===== config.mk =====
export PLATFORM = sky130hd
export DESIGN_NAME = pinned_page_cache_lru
export DESIGN_NICKNAME = d
export VERILOG_FILES = /design/src/hdl/ppc_pkg.sv /design/src/hdl/ppc_ctrl.sv /design/src/hdl/ppc_dpath.sv /design/src/hdl/pinned_page_cache_lru.sv
export SDC_FILE = /design/constraint.sdc
export NUM_CORES = 2
export LEC_CHECK = 0
export BUFFER_PORTS_ARGS = -buffer_cell sky130_fd_sc_hd__buf_2
export CELL_PAD_IN_SITES_DETAIL_PLACEMENT = 0
export CELL_PAD_IN_SITES_GLOBAL_PLACEMENT = 1
export CORE_MARGIN = 8
export CORE_UTILIZATION = 54
export DETAILED_ROUTE_END_ITERATION = 16
export HOLD_SLACK_MARGIN = 0.06
export PLACE_DENSITY_LB_ADDON = 0.1
export RECOVER_POWER = 50
export SYNTH_ARGS = -nofsm -noshare
export SYNTH_HDL_FRONTEND = slang
export SYNTH_SLANG_ARGS = --single-unit
export TNS_END_PERCENT = 5

===== constraint.sdc =====
create_clock -name clk -period 10.4 [get_ports clk]
set_input_delay 3.12 -clock clk [delete_from_list [all_inputs] [get_ports clk]]
set_output_delay 3.12 -clock clk [all_outputs]
set_load 0.01 [all_outputs]

===== src/hdl/ppc_pkg.sv =====
// ppc_pkg: shared types, opcodes and constants for the pinned page cache
// depends on nothing; used by ppc_ctrl, ppc_dpath and pinned_page_cache_lru
package ppc_pkg;

	localparam int TableEntriesDefault = 16;
	localparam int PoolLimitReset = 16;

	localparam logic [2:0] OP_GET = 3'd0;
	localparam logic [2:0] OP_RELEASE = 3'd1;
	localparam logic [2:0] OP_DIRTY = 3'd2;
	localparam logic [2:0] OP_FLUSH = 3'd3;
	localparam logic [2:0] OP_COUNT = 3'd4;
	localparam logic [2:0] OP_STAT = 3'd5;

	localparam logic [1:0] ST_OK = 2'd0;
	localparam logic [1:0] ST_FULL = 2'd1;
	localparam logic [1:0] ST_BADSLOT = 2'd2;

	localparam logic [1:0] SEL_HITS = 2'd0;
	localparam logic [1:0] SEL_MISSES = 2'd1;
	localparam logic [1:0] SEL_WRITES = 2'd2;
	localparam logic [1:0] SEL_EVICTS = 2'd3;

	typedef struct packed {
		logic [2:0] opcode;
		logic [31:0] segment;
		logic [31:0] page_number;
		logic [7:0] page_kind;
		logic [3:0] slot_index;
		logic [1:0] stat_select;
	} req_t;

	typedef struct packed {
		logic [1:0] status;
		logic hit;
		logic [3:0] slot;
		logic [15:0] pin_count;
		logic dirty;
		logic [63:0] value;
		logic evicted;
		logic writeback;
		logic [31:0] evicted_segment;
		logic [31:0] evicted_page;
	} rsp_t;

	// controller to datapath
	typedef struct packed {
		logic load;    // capture request, clear scan results
		logic clr_idx; // restart entry scan
		logic step;    // evaluate one entry, advance index
		logic finish;  // apply the operation, build the result
	} cmd_t;

	// datapath to controller
	typedef struct packed {
		logic scan_last; // current entry is the last one
		logic need_scan; // captured op walks the table
	} sts_t;

endpackage


===== src/hdl/ppc_ctrl.sv =====
// ppc_ctrl: sequencer for the page cache, one item at a time
// depends on ppc_pkg
module ppc_ctrl (
	input logic clk,
	input logic arst_n,
	input logic in_fire,
	input logic out_fire,
	input ppc_pkg::sts_t sts,
	output ppc_pkg::cmd_t cmd,
	output logic busy,
	output logic out_valid
);

	localparam logic [1:0] S_IDLE = 2'd0;
	localparam logic [1:0] S_SCAN = 2'd1;
	localparam logic [1:0] S_DONE = 2'd2;
	localparam logic [1:0] S_OUT = 2'd3;

	logic [1:0] state_q, state_d;

	always_comb begin
		state_d = state_q;
		cmd = '0;
		unique case (state_q)
			S_IDLE: begin
				if (in_fire) begin
					cmd.load = 1'b1;
					cmd.clr_idx = 1'b1;
					state_d = S_SCAN;
				end
			end
			S_SCAN: begin
				if (!sts.need_scan) begin
					state_d = S_DONE;
				end else begin
					cmd.step = 1'b1;
					if (sts.scan_last) state_d = S_DONE;
				end
			end
			S_DONE: begin
				cmd.finish = 1'b1;
				state_d = S_OUT;
			end
			S_OUT: begin
				if (out_fire) state_d = S_IDLE;
			end
			default: state_d = S_IDLE;
		endcase
	end

	assign busy = (state_q != S_IDLE);
	assign out_valid = (state_q == S_OUT);

	always_ff @(posedge clk or negedge arst_n) begin
		if (!arst_n) begin
			state_q <= S_IDLE;
		end else begin
			state_q <= state_d;
		end
	end

endmodule


===== src/hdl/ppc_dpath.sv =====
// ppc_dpath: descriptor table, counters and scan logic of the page cache
// depends on ppc_pkg
module ppc_dpath #(
	parameter int TABLE_ENTRIES = ppc_pkg::TableEntriesDefault
) (
	input logic clk,
	input logic arst_n,
	input ppc_pkg::req_t req,
	input ppc_pkg::cmd_t cmd,
	input logic cfg_we,
	input logic [4:0] cfg_data,
	output ppc_pkg::sts_t sts,
	output ppc_pkg::rsp_t rsp
);

	localparam int IW = $clog2(TABLE_ENTRIES);
	localparam int CW = $clog2(TABLE_ENTRIES + 1);

	logic [TABLE_ENTRIES-1:0] valid_q, dirty_q;
	logic [15:0] pins_q [TABLE_ENTRIES];
	logic [31:0] seg_q [TABLE_ENTRIES];
	logic [31:0] page_q [TABLE_ENTRIES];
	logic [7:0] kind_q [TABLE_ENTRIES];
	logic [31:0] last_q [TABLE_ENTRIES];
	logic [CW-1:0] resident_q;
	logic [31:0] clock_q;
	logic [63:0] hits_q, misses_q, writes_q, evicts_q;
	logic [4:0] limit_q;

	ppc_pkg::req_t req_q;
	logic [IW-1:0] idx_q;
	logic found_q, free_ok_q, vic_ok_q;
	logic [IW-1:0] found_idx_q, free_idx_q, vic_idx_q;
	logic [31:0] vic_use_q;
	logic [CW-1:0] n_q;
	ppc_pkg::rsp_t rsp_q;
	ppc_pkg::rsp_t rsp_d;

	// effective limit clamped to [1, TABLE_ENTRIES]
	logic [CW:0] lim;
	always_comb begin
		if (limit_q == 5'd0) lim = (CW+1)'(1);
		else if (32'(limit_q) > 32'(TABLE_ENTRIES))
			lim = (CW+1)'(TABLE_ENTRIES);
		else lim = (CW+1)'(limit_q);
	end

	logic seg_match;
	assign seg_match = (req_q.segment == 32'd0) || (seg_q[idx_q] == req_q.segment);

	assign sts.scan_last = (idx_q == IW'(TABLE_ENTRIES - 1));
	assign sts.need_scan = (req_q.opcode == ppc_pkg::OP_GET) ||
		(req_q.opcode == ppc_pkg::OP_FLUSH) || (req_q.opcode == ppc_pkg::OP_COUNT);
	assign rsp = rsp_q;

	logic slot_ok;
	logic [IW-1:0] si;
	assign slot_ok = ({28'd0, req_q.slot_index} < 32'(TABLE_ENTRIES)) && valid_q[si];
	assign si = IW'(req_q.slot_index);

	logic evict, full;
	logic [IW-1:0] tgt;
	always_comb begin
		evict = 1'b0;
		full = 1'b0;
		tgt = free_idx_q;
		if (({1'b0, resident_q} >= lim) || !free_ok_q) begin
			if (vic_ok_q) begin
				evict = 1'b1;
				tgt = vic_idx_q;
			end else begin
				full = 1'b1;
			end
		end
	end

	always_ff @(posedge clk or negedge arst_n) begin
		if (!arst_n) begin
			valid_q <= '0;
			dirty_q <= '0;
			for (int i = 0; i < TABLE_ENTRIES; i++) pins_q[i] <= 16'd0;
			resident_q <= '0;
			clock_q <= 32'd0;
			hits_q <= 64'd0;
			misses_q <= 64'd0;
			writes_q <= 64'd0;
			evicts_q <= 64'd0;
			limit_q <= 5'(ppc_pkg::PoolLimitReset);
		end else begin
			if (cfg_we) limit_q <= cfg_data;
			if (cmd.step && req_q.opcode == ppc_pkg::OP_FLUSH && valid_q[idx_q] &&
					dirty_q[idx_q] && seg_match)
				dirty_q[idx_q] <= 1'b0;
			if (cmd.finish) begin
				unique case (req_q.opcode)
					ppc_pkg::OP_GET: begin
						clock_q <= clock_q + 32'd1;
						if (found_q) begin
							hits_q <= hits_q + 64'd1;
							if (pins_q[found_idx_q] != 16'hFFFF)
								pins_q[found_idx_q] <= pins_q[found_idx_q] + 16'd1;
						end else begin
							misses_q <= misses_q + 64'd1;
							if (!full) begin
								if (evict) begin
									evicts_q <= evicts_q + 64'd1;
									if (dirty_q[tgt]) writes_q <= writes_q + 64'd1;
								end else begin
									resident_q <= resident_q + CW'(1);
								end
								valid_q[tgt] <= 1'b1;
								dirty_q[tgt] <= 1'b0;
								pins_q[tgt] <= 16'd1;
							end
						end
					end
					ppc_pkg::OP_RELEASE: begin
						if (slot_ok && pins_q[si] != 16'd0) pins_q[si] <= pins_q[si] - 16'd1;
					end
					ppc_pkg::OP_DIRTY: begin
						if (slot_ok) dirty_q[si] <= 1'b1;
					end
					ppc_pkg::OP_FLUSH: writes_q <= writes_q + 64'(n_q);
					default: ;
				endcase
			end
		end
	end

	// key and stamp stores, no reset
	always_ff @(posedge clk) begin
		if (cmd.finish && req_q.opcode == ppc_pkg::OP_GET) begin
			if (found_q) begin
				last_q[found_idx_q] <= clock_q;
			end else if (!full) begin
				seg_q[tgt] <= req_q.segment;
				page_q[tgt] <= req_q.page_number;
				kind_q[tgt] <= req_q.page_kind;
				last_q[tgt] <= clock_q;
			end
		end
	end

	// result of the captured operation, from the scan results, slot state or counters
	always_comb begin
		rsp_d = '0;
		unique case (req_q.opcode) inside
			ppc_pkg::OP_GET: begin
				if (found_q) begin
					rsp_d.hit = 1'b1;
					rsp_d.slot = 4'(found_idx_q);
					rsp_d.pin_count = (pins_q[found_idx_q] != 16'hFFFF) ?
						pins_q[found_idx_q] + 16'd1 : 16'hFFFF;
					rsp_d.dirty = dirty_q[found_idx_q];
				end else if (full) begin
					rsp_d.status = ppc_pkg::ST_FULL;
				end else begin
					rsp_d.slot = 4'(tgt);
					rsp_d.pin_count = 16'd1;
					if (evict) begin
						rsp_d.evicted = 1'b1;
						rsp_d.writeback = dirty_q[tgt];
						rsp_d.evicted_segment = seg_q[tgt];
						rsp_d.evicted_page = page_q[tgt];
					end
				end
			end
			ppc_pkg::OP_RELEASE, ppc_pkg::OP_DIRTY: begin
				rsp_d.slot = req_q.slot_index;
				if (!slot_ok) begin
					rsp_d.status = ppc_pkg::ST_BADSLOT;
				end else if (req_q.opcode == ppc_pkg::OP_RELEASE) begin
					rsp_d.pin_count = (pins_q[si] != 16'd0) ? pins_q[si] - 16'd1 : 16'd0;
					rsp_d.dirty = dirty_q[si];
				end else begin
					rsp_d.pin_count = pins_q[si];
					rsp_d.dirty = 1'b1;
				end
			end
			ppc_pkg::OP_FLUSH, ppc_pkg::OP_COUNT: rsp_d.value = 64'(n_q);
			ppc_pkg::OP_STAT: begin
				unique case (req_q.stat_select)
					ppc_pkg::SEL_HITS: rsp_d.value = hits_q;
					ppc_pkg::SEL_MISSES: rsp_d.value = misses_q;
					ppc_pkg::SEL_WRITES: rsp_d.value = writes_q;
					ppc_pkg::SEL_EVICTS: rsp_d.value = evicts_q;
					default: rsp_d.value = evicts_q;
				endcase
			end
			default: ;
		endcase
	end

	// request capture, scan and result
	always_ff @(posedge clk) begin
		if (cmd.load) begin
			req_q <= req;
			found_q <= 1'b0;
			free_ok_q <= 1'b0;
			vic_ok_q <= 1'b0;
			n_q <= '0;
		end
		if (cmd.clr_idx) idx_q <= '0;
		if (cmd.step) begin
			idx_q <= idx_q + IW'(1);
			if (valid_q[idx_q]) begin
				if (!found_q && seg_q[idx_q] == req_q.segment &&
						page_q[idx_q] == req_q.page_number &&
						kind_q[idx_q] == req_q.page_kind) begin
					found_q <= 1'b1;
					found_idx_q <= idx_q;
				end
				if (pins_q[idx_q] == 16'd0 && (!vic_ok_q || last_q[idx_q] < vic_use_q)) begin
					vic_ok_q <= 1'b1;
					vic_idx_q <= idx_q;
					vic_use_q <= last_q[idx_q];
				end
				if (dirty_q[idx_q] && seg_match) n_q <= n_q + CW'(1);
			end else if (!free_ok_q) begin
				free_ok_q <= 1'b1;
				free_idx_q <= idx_q;
			end
		end
		if (cmd.finish) rsp_q <= rsp_d;
	end

endmodule


===== src/hdl/pinned_page_cache_lru.sv =====
// pinned_page_cache_lru: top level of the pinned page-descriptor cache
// depends on ppc_pkg, ppc_ctrl, ppc_dpath
//
// usage:
//  - s_axis carries one request item; m_axis returns exactly one result item
//    per request, in order
//  - cfg_we/cfg_data write pool_limit (reset 16); write only while idle
//  - get, flush and count_dirty walk the table one entry per cycle before
//    the result is built
//  - release, mark_dirty, read_stat and unknown opcodes skip the walk and
//    go from the scan state straight to building the result
//  - one item is in flight at a time; s_axis_tready drops after accept and
//    rises again in the cycle after the result item has been taken, so no
//    new request is taken while one is in progress
//  - the result register holds while m_axis_tready is low; a stall delays
//    the next accept
//  - reset clears valid, dirty and pin state, counters and the access clock;
//    no clearing pass, the block is ready right after reset
module pinned_page_cache_lru #(
	parameter int TABLE_ENTRIES = ppc_pkg::TableEntriesDefault
) (
	input logic clk,
	input logic arst_n,
	input logic s_axis_tvalid,
	output logic s_axis_tready,
	// opcode[2:0], segment[34:3], page_number[66:35], page_kind[74:67],
	// slot_index[78:75], stat_select[80:79], zero pad to 88
	input logic [87:0] s_axis_tdata,
	output logic m_axis_tvalid,
	input logic m_axis_tready,
	// status[1:0], hit[2], slot[6:3], pin_count[22:7], dirty[23], value[87:24],
	// evicted[88], writeback[89], evicted_segment[121:90],
	// evicted_page[153:122], zero pad to 160
	output logic [159:0] m_axis_tdata,
	input logic cfg_we,
	input logic [4:0] cfg_data
);

	ppc_pkg::cmd_t cmd;
	ppc_pkg::sts_t sts;
	ppc_pkg::req_t req;
	ppc_pkg::rsp_t rsp;
	logic busy;
	logic in_fire, out_fire;

	assign s_axis_tready = !busy;
	assign in_fire = s_axis_tvalid && s_axis_tready;
	assign out_fire = m_axis_tvalid && m_axis_tready;

	// unpack the request item
	assign req.opcode = s_axis_tdata[2:0];
	assign req.segment = s_axis_tdata[34:3];
	assign req.page_number = s_axis_tdata[66:35];
	assign req.page_kind = s_axis_tdata[74:67];
	assign req.slot_index = s_axis_tdata[78:75];
	assign req.stat_select = s_axis_tdata[80:79];

	// pack the result item
	assign m_axis_tdata = {6'd0, rsp.evicted_page, rsp.evicted_segment, rsp.writeback,
		rsp.evicted, rsp.value, rsp.dirty, rsp.pin_count, rsp.slot, rsp.hit, rsp.status};

	ppc_ctrl u_ctrl (
		.clk(clk),
		.arst_n(arst_n),
		.in_fire(in_fire),
		.out_fire(out_fire),
		.sts(sts),
		.cmd(cmd),
		.busy(busy),
		.out_valid(m_axis_tvalid)
	);

	ppc_dpath #(.TABLE_ENTRIES(TABLE_ENTRIES)) u_dpath (
		.clk(clk),
		.arst_n(arst_n),
		.req(req),
		.cmd(cmd),
		.cfg_we(cfg_we),
		.cfg_data(cfg_data),
		.sts(sts),
		.rsp(rsp)
	);

endmodule


* After elaboration in Yosys (flattened, before gate mapping)
Memories as Yosys holds them, arrays and structs flattened. A register that Yosys moved wholly into a read port is not among the register bits. Cells that the tools add are included.
Operators by class: add/subtract/negate cells 11, order comparisons 17, equal/unequal tests 26, multiplexer cells 116, bitwise operators 19, reduce and logical (&&, ||, !) cells 56
Operators with widths (count):
- $mux W256 | 4
- $bwmux W256 | 2
- $pmux W256 S2 | 1
- $add A64 B1 Y64 const B | 4
- $mux W16 | 16
- $mux W64 | 4
- $pmux W64 S2 | 2
- $pmux W64 S4 | 1
- $and A240 B240 Y240 | 1
- $not A240 Y240 | 1
- $bmux W16 S4 | 3
- $demux W16 S4 | 3
- $mux W66 | 1
- $add A64 B5 Y64 | 1
- $eq A32 B32 Y1 | 2
- $or A16 B16 Y16 | 3
- $pmux W21 S2 | 1
- $mux W20 | 2
- $mux W1 | 38
- $mux W4 | 9
- $mux W17 | 2
- $add A32 B1 Y32 const B | 1
- $and A16 B16 Y16 | 2
- $logic_not A32 Y1 | 1
- 52 further kinds | 140
Storage, ports and cells: flip-flop bits (word level) 879, RAM bits 1664, input port bits 98, output and inout bits 162, word-level logic and storage cells 300, memories kept 4
Memory list:
- u_dpath.last_q | words 16, width 32, rd ports 1, clocked after memory_dff 1, wr ports 1, RTL line ppc_dpath.sv:24 | logic [31:0] last_q [TABLE_ENTRIES];
- u_dpath.page_q | words 16, width 32, rd ports 2, clocked after memory_dff 1, wr ports 1, RTL line ppc_dpath.sv:22 | logic [31:0] page_q [TABLE_ENTRIES];
- u_dpath.seg_q | words 16, width 32, rd ports 2, clocked after memory_dff 1, wr ports 1, RTL line ppc_dpath.sv:21 | logic [31:0] seg_q [TABLE_ENTRIES];
- u_dpath.kind_q | words 16, width 8, rd ports 1, clocked after memory_dff 1, wr ports 1, RTL line ppc_dpath.sv:23 | logic [7:0] kind_q [TABLE_ENTRIES];

* Longest topological paths before layout
word-level depth 16, depth in mapped cells 24, gate-level depth less buffers 14

* By module
A second synthesis with hierarchy kept.
Second synthesis, totals: cells, all modules 7475, area, all modules 118048.2 um2
By module, submodules not included:
- ppc_dpath | instances 1, cells each 7446, area an instance 117771.7 um2, seq. area each 73371.6 um2
- ppc_ctrl | instances 1, cells each 19, area an instance 211.5 um2, seq. area each 50.0 um2
- pinned_page_cache_lru | instances 1, cells each 10, area an instance 65.1 um2, seq. area each 0.0 um2

* Least setup slack after synthesis
OpenSTA, ideal clock, no wires.
kind register -> register, start point register u_ctrl.state_q[0], end point memory u_dpath.kind_q[15][0] (enable), setup time 0.504 ns, arrival time 8.873 ns, required time 9.896 ns, slack 1.023 ns, cell stages (with the launch flop) 9, buffers on the path 1, clock period less this slack 9.377 ns, path through dfrtp_1 inv_1 ha_1 nor4b_1 nor2b_1 buf_2 and2_1 nand2_1 nor2_1
On the way: longest elaborated chain between the ends 5
Ends and longest elaborated chain:
- start, declared | RTL line ppc_ctrl.sv:19 | logic [1:0] state_q, state_d;
- start signal, assigned | RTL line ppc_ctrl.sv:58 | state_q <= state_d;
- $eq A2 B2 Y1 | RTL line ppc_ctrl.sv:24 | unique case (state_q)
- $mux W1 | RTL line ppc_ctrl.sv:24
- $logic_and A1 B1 Y1 | RTL line ppc_dpath.sv:132 | if (cmd.finish && req_q.opcode == ppc_pkg::OP_GET) begin
- $mux W1 | RTL line ppc_dpath.sv:132
- $mux W1 (implied by the code) | RTL line ppc_dpath.sv:138 | kind_q[tgt] <= req_q.page_kind;
- end, declared | RTL line ppc_dpath.sv:23
Every way passes these cells.

==> flow_summary.json <==
{
  "viasPerCell": 6.83,
  "worst_pin_slew_ns": 4.48,
  "path_clk_slew_ns": 0.06,
  "dieWidth_um": 482,
  "first_pass_iters": 9,
  "critPathCaptureType": "flip-flop",
  "port-buffer-count": 246,
  "power_density_nw_per_um2": 218,
  "min_period_ns": 7.99,
  "grt_overflow_total": 0,
  "setup_violations": 0,
  "avgRoutedWirePerCell_um": 32.6,
  "use_met2": 0.463,
  "drv_slew": 916,
  "worst_ir_drop_vdd_uv": 167,
  "initialDrtViolationCount": 9381,
  "yosysUniqueCellTypes": 88,
  "clock_tree.buffer_depth": 4,
  "gp_congestion": 0.952,
  "grt_first_pass_wirelength_um": 512000,
  "cts.repair.resized": 0,
  "clk_latency_ns": 0.96,
  "yosysTopAreaCell": "edfxtp_1",
  "hold_ws_ns": 0.474,
  "synth-warning-count": 0,
  "grt_use_met3": 0.0630,
  "layout.area.seq_um2": 73400,
  "multiInputGateArea_um2": 42000,
  "drive_above_1_share": 0.224,
  "synth_edf_count": 1947,
  "finalPower_mw": 28.6,
  "cp.arrival_ns": 8.56,
  "finalCritPeriodShare": 0.768,
  "relSlewSlack": -1.99,
  "top_level_ports": 260,
  "grt_pass1_vias": 73900,
  "ys_async_sr_fraction": 0.231,
  "cts_tree": "yes",
  "max_freq_mhz": 125,
  "syn_inst": 7432,
  "antenna_found_initial": 10,
  "slowest_delay_ns": 1.79,
  "rsz0062_at_grt": "false",
  "final_util": 0.606,
  "min_path_type": "reg -> reg",
  "hold_viol": 0,
  "synth_area_um2": 117000,
  "row_count": 171,
  "syn_area_per_cell_um2": 15.8,
  "ys_seq_area_frac": 0.626,
  "synth.area.top_cells": "edfxtp_1 (50%), mux4_2 (17%), dfrtp_1 (13%), nand2_1 (2.1%), xnor2_1 (1.7%)",
  "ant_nets": 0,
  "hpwl_um": 211000,
  "fin_tns_setup_ns": 0,
  "grt_start_max_net_pins": 166,
  "dieArea_um2": 232000,
  "synth_ff_type": "edfxtp_1",
  "syn2layout_area_growth_pct": 11.8,
  "synth_top_cell_area_share": 0.498,
  "crit_fanout": 22,
  "drc": 0,
  "crit_chain": "buf_4, clkinvlp_2, clkbuf_1, mux4_2, ha_1, a21o_1, a21o_1, a21oi_1, nor2b_1, o21ai_0, a21oi_1, o31a_1, or3_1, a21oi_4, buf_4",
  "die_y_um": 482,
  "wl_um": 351000,
  "violations": "max-capacitance violations, max-slew violations",
  "cp_slowest_cell": "clkinvlp_2",
  "crit_required_ns": 10.96,
  "cts_max_level": 5,
  "postCtsHoldBufs": 0,
  "ys_ff_latch": 2547,
  "core_um2": 217000,
  "start_kind": "flip-flop",
  "clock_skew_ns": 0.0711,
  "root_buffer": "clkbuf_16",
  "track_usage": 0.299,
  "postCtsSetupBuffers": 0,
  "crit_type": "reg -> reg",
  "grt.busiest_layer": "met2",
  "mostFrequentLayoutCell": "edfxtp_1",
  "cts_sinks": 2547,
  "met1_usage": 0.420,
  "cts_buffers": 289,
  "nets": 7851,
  "p_leak_nw": 45.1,
  "most-common-layout-cells": "edfxtp_1 (1947), mux4_2 (886), nand2_1 (671)",
  "maxCapViolations": 19,
  "fill_cells": 16100,
  "outcome": "complete, but fails checks",
  "vias": 73500,
  "initial_core_util": 0.542
}
-- registers in the layout, summed over array words and instances, names as in the netlist, 77 cells and up, named ones only --
register and flops:
u_dpath.rsp 154, u_dpath.page_q 512, u_dpath.last_q 512, u_dpath.kind_q 128, u_dpath.req_q 77, u_dpath.seg_q 512, u_dpath.pins_q 256
-- cell usage after synthesis, types with 17 or more instances --
library cell,count
nand2_1,671
or3_1,21
edfxtp_1,1947
mux4_2,886
a222oi_1,26
and3_1,103
o2bb2ai_1,97
buf_2,96
and4_1,17
xor2_1,187
nand3_1,289
a22o_1,102
mux2_2,18
buf_1,68
inv_1,97
nor4_1,117
a311oi_1,38
or2_2,20
nor2_1,278
a21o_1,22
a21oi_1,107
nor2b_1,85
o22ai_1,119
clkbuf_1,268
xnor2_1,233
dfrtp_1,587
mux2i_1,104
nand4_1,96
nor3_1,63
a31oi_1,24
o21ai_0,171
and2_1,24
ha_1,57
a22oi_1,217
-- per-layer routing --
metal | up-vias | share of wire
met2 | 4177 | 0.46
li1 | 30400 | -
met5 | - | 0.00024
met3 | 759 | 0.098
met1 | 38200 | 0.40
met4 | 8 | 0.044
-- cell families after synthesis --
family / count (synthesis) / share of synthesized area
buffers and inverters: 558 / 0.0199
muxes: 1008 / 0.181
DFF: 2547 / 0.626
other: 1 / 0.0000320
and+or+nand+nor: 1832 / 0.0748
xor gates and xnor gates: 421 / 0.0316
adders and majority gates: 58 / 0.00625
AOI/OAI and AO/OA: 1007 / 0.0612
-- stage by stage --
stage | worst slack [ns] | instance area (um2) | std cells
2_1_floorplan | 1.02 | 117000 | 7437
3_3_place_gp | 3.96 | 122000 | 10300
3_5_place_dp | 3.93 | 122000 | 10300
4_1_cts | 3.86 | 131000 | 10800
5_1_grt | 1.94 | 131000 | 10800
6_report | 2.41 | 131000 | 10800
-- worst max-delay path: cells and delay by family (launching register included) --
family | cells | cell delay (ns)
muxes | 1 | 0.86
AOI/OAI and AO/OA | 7 | 1.70
buffers and inverters | 4 | 3.89
and+or+nand+nor | 2 | 0.48
DFF | 1 | 0.31
adders and majority gates | 1 | 0.35
-- report_power, final --
part	switching (mW)	total [mW]	internal, mW
clock network	4.03	9.93	5.90
registers	0.526	12.1	11.6
logic	3.80	6.55	2.75
total	8.36	28.6	20.2
-- area by class of cell --
cell class | count | area share
Multi-Input combinational cell | 4332 | 0.320
Clock inverter | 125 | 0.00941
Tap cell | 2854 | 0.0272
Antenna cell | 5 | 0.0000954
Clock buffer | 376 | 0.0601
Sequential cell | 2547 | 0.560
Timing Repair Buffer | 422 | 0.0200
Inverter | 103 | 0.00297
-- worst paths after layout --
kind	slack, ns	cells past startpoint	end	start
worst max-delay path	2.41	15	u_dpath.vic_use_q[31]	flip-flop
worst min-delay path	0.47	1	u_dpath.misses_q[63]	u_dpath.misses_q[63]
worst max register to register	2.41	15	u_dpath.vic_use_q[31]	flip-flop
worst min register to register	0.47	1	u_dpath.misses_q[63]	u_dpath.misses_q[63]
max in group asynchronous	3.32	2	u_dpath.pins_q[193]	arst_n
min in group asynchronous	2.23	1	u_dpath.misses_q[37]	arst_n
Power figures use the tool's default switching activity.
